`config.mk`:
```
export PLATFORM = sky130hd
export DESIGN_NAME = mpq_cell
export DESIGN_NICKNAME = d
export VERILOG_FILES = /design/src/hdl/min_priority_queue_top_assert.svh /design/src/hdl/mpq_pkg.sv /design/src/hdl/mpq_cell.sv
export SDC_FILE = /design/constraint.sdc
export NUM_CORES = 1
export LEC_CHECK = 0
export BUFFER_PORTS_ARGS = -buffer_cell sky130_fd_sc_hd__buf_2
export CAP_MARGIN = 25
export CORE_ASPECT_RATIO = 0.75
export CORE_MARGIN = 3
export CORE_UTILIZATION = 35
export CTS_CLUSTER_SIZE = 10
export DETAILED_ROUTE_END_ITERATION = 8
export GPL_TIMING_DRIVEN = 0
export PLACE_DENSITY = 0.64
export SLEW_MARGIN = 40
export SYNTH_ARGS = -nofsm -noshare
export SYNTH_HDL_FRONTEND = slang
export SYNTH_SLANG_ARGS = --single-unit
```
`constraint.sdc`:
```
create_clock -name i_clk -period 3.6 [get_ports i_clk]
set_input_delay 0.54 -clock i_clk [delete_from_list [all_inputs] [get_ports i_clk]]
set_output_delay 0.54 -clock i_clk [all_outputs]
set_load 0.03 [all_outputs]
```
`src/hdl/min_priority_queue_top_assert.svh`:
```
// ---------------------------------------------------------------------------
// min_priority_queue_top_assert.svh
// Assertion macros for the min priority queue. Empty bodies under SYNTH.
// ---------------------------------------------------------------------------
`ifndef MIN_PRIORITY_QUEUE_TOP_ASSERT_SVH
`define MIN_PRIORITY_QUEUE_TOP_ASSERT_SVH

`ifndef SYNTH
// Same-cycle implication, disabled while reset is held
`define MPQ_ASSERT_NOW(lbl, clk, rst_n, ante, cons) \
    lbl: assert property (@(posedge clk) disable iff (!rst_n) (ante) |-> (cons)) \
        else $error("assertion failed");
// Next-cycle implication, disabled while reset is held
`define MPQ_ASSERT_NEXT(lbl, clk, rst_n, ante, cons) \
    lbl: assert property (@(posedge clk) disable iff (!rst_n) (ante) |=> (cons)) \
        else $error("assertion failed");
`else
`define MPQ_ASSERT_NOW(lbl, clk, rst_n, ante, cons)
`define MPQ_ASSERT_NEXT(lbl, clk, rst_n, ante, cons)
`endif

`endif

```
`src/hdl/mpq_pkg.sv`:
```
// ---------------------------------------------------------------------------
// mpq_pkg
// Types, codes and defaults shared by the min priority queue modules.
// ---------------------------------------------------------------------------
package mpq_pkg;

    localparam int CAPACITY_DEF = 64;
    localparam int KEY_W        = 32;
    localparam int STATUS_W     = 2;

    typedef logic signed [KEY_W-1:0] t_key;

    // Operation selector on the input stream
    typedef enum logic {
        KIND_INSERT  = 1'b0,
        KIND_EXTRACT = 1'b1
    } t_kind;

    // Result status on the output stream
    typedef enum logic [STATUS_W-1:0] {
        ST_INSERTED  = 2'd0,
        ST_EXTRACTED = 2'd1,
        ST_EMPTY     = 2'd2,
        ST_FULL      = 2'd3
    } t_status;

    // Broadcast command to every cell of the chain
    typedef struct packed {
        logic ins;   // insert commits this cycle
        logic ext;   // extract commits this cycle
    } t_cell_ctl;

endpackage

```
`src/hdl/mpq_cell.sv`:
```
// ---------------------------------------------------------------------------
// mpq_cell
// One slot of the sorted key chain. On insert a cell whose key is greater
// than the new key takes its left neighbor's key, or the new key if it is
// the first such cell. On extract it takes its right neighbor's key.
// ---------------------------------------------------------------------------
module mpq_cell (
    input  logic               i_clk,
    input  mpq_pkg::t_cell_ctl i_ctl,
    input  logic               i_empty,     // slot is at or past the fill count
    input  mpq_pkg::t_key      i_new_key,
    input  mpq_pkg::t_key      i_left_key,
    input  logic               i_left_gt,
    input  mpq_pkg::t_key      i_right_key,
    output logic               o_gt,
    output mpq_pkg::t_key      o_key
);
    import mpq_pkg::*;

    t_key r_key;
    t_key n_key;

    // Empty slots act as plus infinity; equal keys stay ahead of the new one
    assign o_gt  = i_empty || (r_key > i_new_key);
    assign o_key = r_key;

    // Next key: shift right / drop in on insert, shift left on extract
    always_comb begin
        n_key = r_key;
        if (i_ctl.ins && o_gt) begin
            n_key = i_left_gt ? i_left_key : i_new_key;
        end else if (i_ctl.ext) begin
            n_key = i_right_key;
        end
    end

    always_ff @(posedge i_clk) begin
        r_key <= n_key;
    end

endmodule

```
==> results.py <==
metrics = {
    "cts": {
        "cts_made_buffers": 5,
        "clkSinkCount": 32,
        "clkTransAtPathRegs_ns": 0.07,
        "cts_tree": "yes",
        "h-tree-depth": 2,
        "cts_resized": 1,
        "cts_hold_buf": 0,
        "root_buffer": "clkbuf_8",
        "worstSkewPairLatency_ns": 0.28,
        "clockBufferDepth": 2,
        "post_cts_buffers": 0,
    },
    "critical_path": {
        "crit_required_ns": 3.58,
        "reg2reg_from": "o_key[31]",
        "crit_path_end_kind": "flip-flop",
        "crit_arrival_ns": 3.36,
        "worstPathMaxFanout": 32,
        "r2r_setup_slack_ns": 0.22,
        "r2r_cells": 9,
        "reg2reg_to": "o_key[30]",
        "path_class": "flip-flop to flip-flop",
        "critPathLaunchType": "flip-flop",
    },
    "synthesis": {
        "synth_top_area_share_pct": 36.1,
        "avgSynthCellArea_um2": 10.1,
        "muxShareOfSynthArea_pct": 18.0,
        "synth_top_family_by_area": "multiplexers",
        "synthFlopType": "edfxtp_1",
        "synthSimpleGateAreaFrac_pct": 10.8,
        "synth_compound_area_share_pct": 13.0,
        "synth.distinct_cells": 26,
        "synthCells": 263,
        "syn-cell-area_mm2": 0.00267,
        "synth_common_cells": "40 x nand2_1, 36 x o21ai_0, 35 x inv_1",
        "synth_fa_ha_area_share_pct": 15.0,
        "ys_seq_area_share_pct": 36.1,
        "yosysMostFrequentCell": "nand2_1",
        "synth_xor_area_share_pct": 0,
        "synth_area_leaders": "edfxtp_1 36%, mux2_4 16%, ha_1 15%, o21ai_0 6.8%, nand2_1 5.6%",
        "synth_edf_count": 32,
        "ys_ff_latch": 32,
        "synth_area_leader_cell": "edfxtp_1",
        "syn_nets": 396,
        "synth-async-reset-ratio_pct": 0,
        "yosysWarnings": 0,
    },
    "placed_design": {
        "port_buffers": 132,
        "place_inst": 493,
        "routabilityCongestion": 0.789,
        "place.detailed.hpwl_mm": 5.86,
        "dpl_cell_area_mm2": 0.00345,
    },
    "power_and_ir_drop": {
        "p_leak_nw": 1.83,
        "power_mw": 1.61,
        "p_per_area_mw_per_mm2": 455,
        "ir_drop_mv": 0.234,
    },
    "timing": {
        "hold_viol": 0,
        "slew_viol_final": 0,
        "fin_skew_ns": 0.00465,
        "fin_setup_tns_ns": 0,
        "fin_crit_ns": 3.38,
        "worst_pin_slew_ns": 0.535,
        "slew-limit-headroom_pct": 64.4,
        "rsz0062_at_grt": "false",
        "period_share_pct": 93.9,
        "finalSetupViolations": 0,
        "fmax_mhz": 296,
    },
    "final_layout": {
        "antennaDiodeCount": 0,
        "final_cells": 501,
        "largest_reg_flops": 32,
        "postLayoutCellArea_mm2": 0.00353,
        "nets": 535,
        "drive_gt1_share_pct": 44.7,
        "area_growth_pct": 32.6,
    },
    "drt": {
        "wl_per_cell_um": 14.3,
        "via_count": 2406,
        "drt_iter0_drc": 96,
        "routed_via_density": 4.80,
        "route.detailed.drc": 0,
        "ant_nets": 0,
        "wl_mm": 7.19,
        "first_pass_iters": 4,
    },
    "die": {
        "coreArea_mm2": 0.00709,
        "rows": 26,
        "die_height_um": 81.6,
        "fp.dieW_um": 107,
        "dieArea_mm2": 0.00871,
        "initial_core_util_pct": 37.6,
        "io_pins": 134,
    },
    "job": {
        "maxCapViolCount": 0,
    },
    "grt": {
        "first_global_vias": 2296,
        "grt_start_max_net_pins": 33,
        "grt_pass1_wl_mm": 10.9,
        "antenna_found_initial": 0,
        "grt_overflow_total": 0,
        "groute.usage.overall_pct": 16.1,
    },
    "min_path": {
        "min_to": "o_key[24]",
        "hp-start": "i_right_key[24]",
        "hold_class": "primary input to flip-flop",
        "hold_path_depth": 2,
    },
    "outcome": {
        "outcome": "finished clean",
    },
}
==> worst max-delay path, stage by stage (launching register included) <==
cell	delay, ns
edfxtp_1	0.41
ha_1	0.46
nand4_1	0.20
or4_4	0.59
nand2b_4	0.16
and3_1	0.21
o21ai_0	0.15
o311ai_4	0.25
buf_6	0.22
or2_4	0.41
==> worst max path at each step <==
stage,start,to,cells past startpoint
CTS,o_key[31],o_key[0],9
floorplan,o_key[31],o_key[0],9
finish,o_key[31],o_key[30],9
global route,o_key[31],o_key[31],9
detailed placement,i_new_key[31],o_key[7],11
global placement,i_new_key[31],o_key[5],11
==> report_power, final <==
group          internal, mW  switching, mW
clock                 0.131          0.138
sequential            0.520         0.0445
combinational         0.326          0.448
==> routing by layer <==
metal	global-route usage (%)	vias up	routed length, um
li1	-	1217	-
met4	3.58	0	87
met1	21.3	1094	3480
met5	0	-	0
met2	26.4	89	3060
met3	4.48	6	563
==> metrics by stage <==
stage                     hold WS [ns]  setup WS (ns)  util [%]
after global routing             0.546         0.0761      49.8
after detailed placement         0.845         -0.299      48.6
after floorplan                  0.758          0.206         -
final                            0.556          0.220      49.8
after CTS                        0.546          0.216      49.8
after global placement           0.843         -0.259      48.6
==> kinds of logic (layout without fill, tap and decap cells) <==
| family | Yosys count | after routing |
|---|---|---|
| flip-flops | 32 | 32 |
| AO/OA/AOI/OAI | 60 | 60 |
| buffers and inverters | 45 | 185 |
| adder cells (fa/ha/maj) | 32 | 32 |
| multiplexers | 33 | 33 |
| AND/OR/NAND/NOR | 61 | 61 |
==> placed cells by master, fill, tap and decap left out, drive strengths merged <==
| cell type | n |
|---|---|
| or2 | 1 |
| nor4 | 1 |
| nor3 | 3 |
| a21oi | 16 |
| nand3 | 3 |
| clkinv | 3 |
| o21ai | 36 |
| nor2b | 1 |
| edfxtp | 32 |
| nand4 | 8 |
| or3 | 1 |
| mux2 | 33 |
| nand2b | 1 |
| inv | 35 |
| and3 | 1 |
| a221oi | 1 |
| a22oi | 1 |
| o211ai | 2 |
| clkbuf | 12 |
| buf | 135 |
| or4 | 1 |
| ha | 32 |
| a21o | 2 |
| o21a | 1 |
| o311ai | 1 |
| nand2 | 40 |
==> layout make-up <==
class	count	area [um^2]
clock buffer	5	68.8
buffer	10	60.1
multi-input combinational	186	1520
clock inverter	3	13.8
fill	728	3560
inverter	35	131
sequential	32	961
timing repair buffer	132	661
tap	98	123
Power figures use the tool's default switching activity.
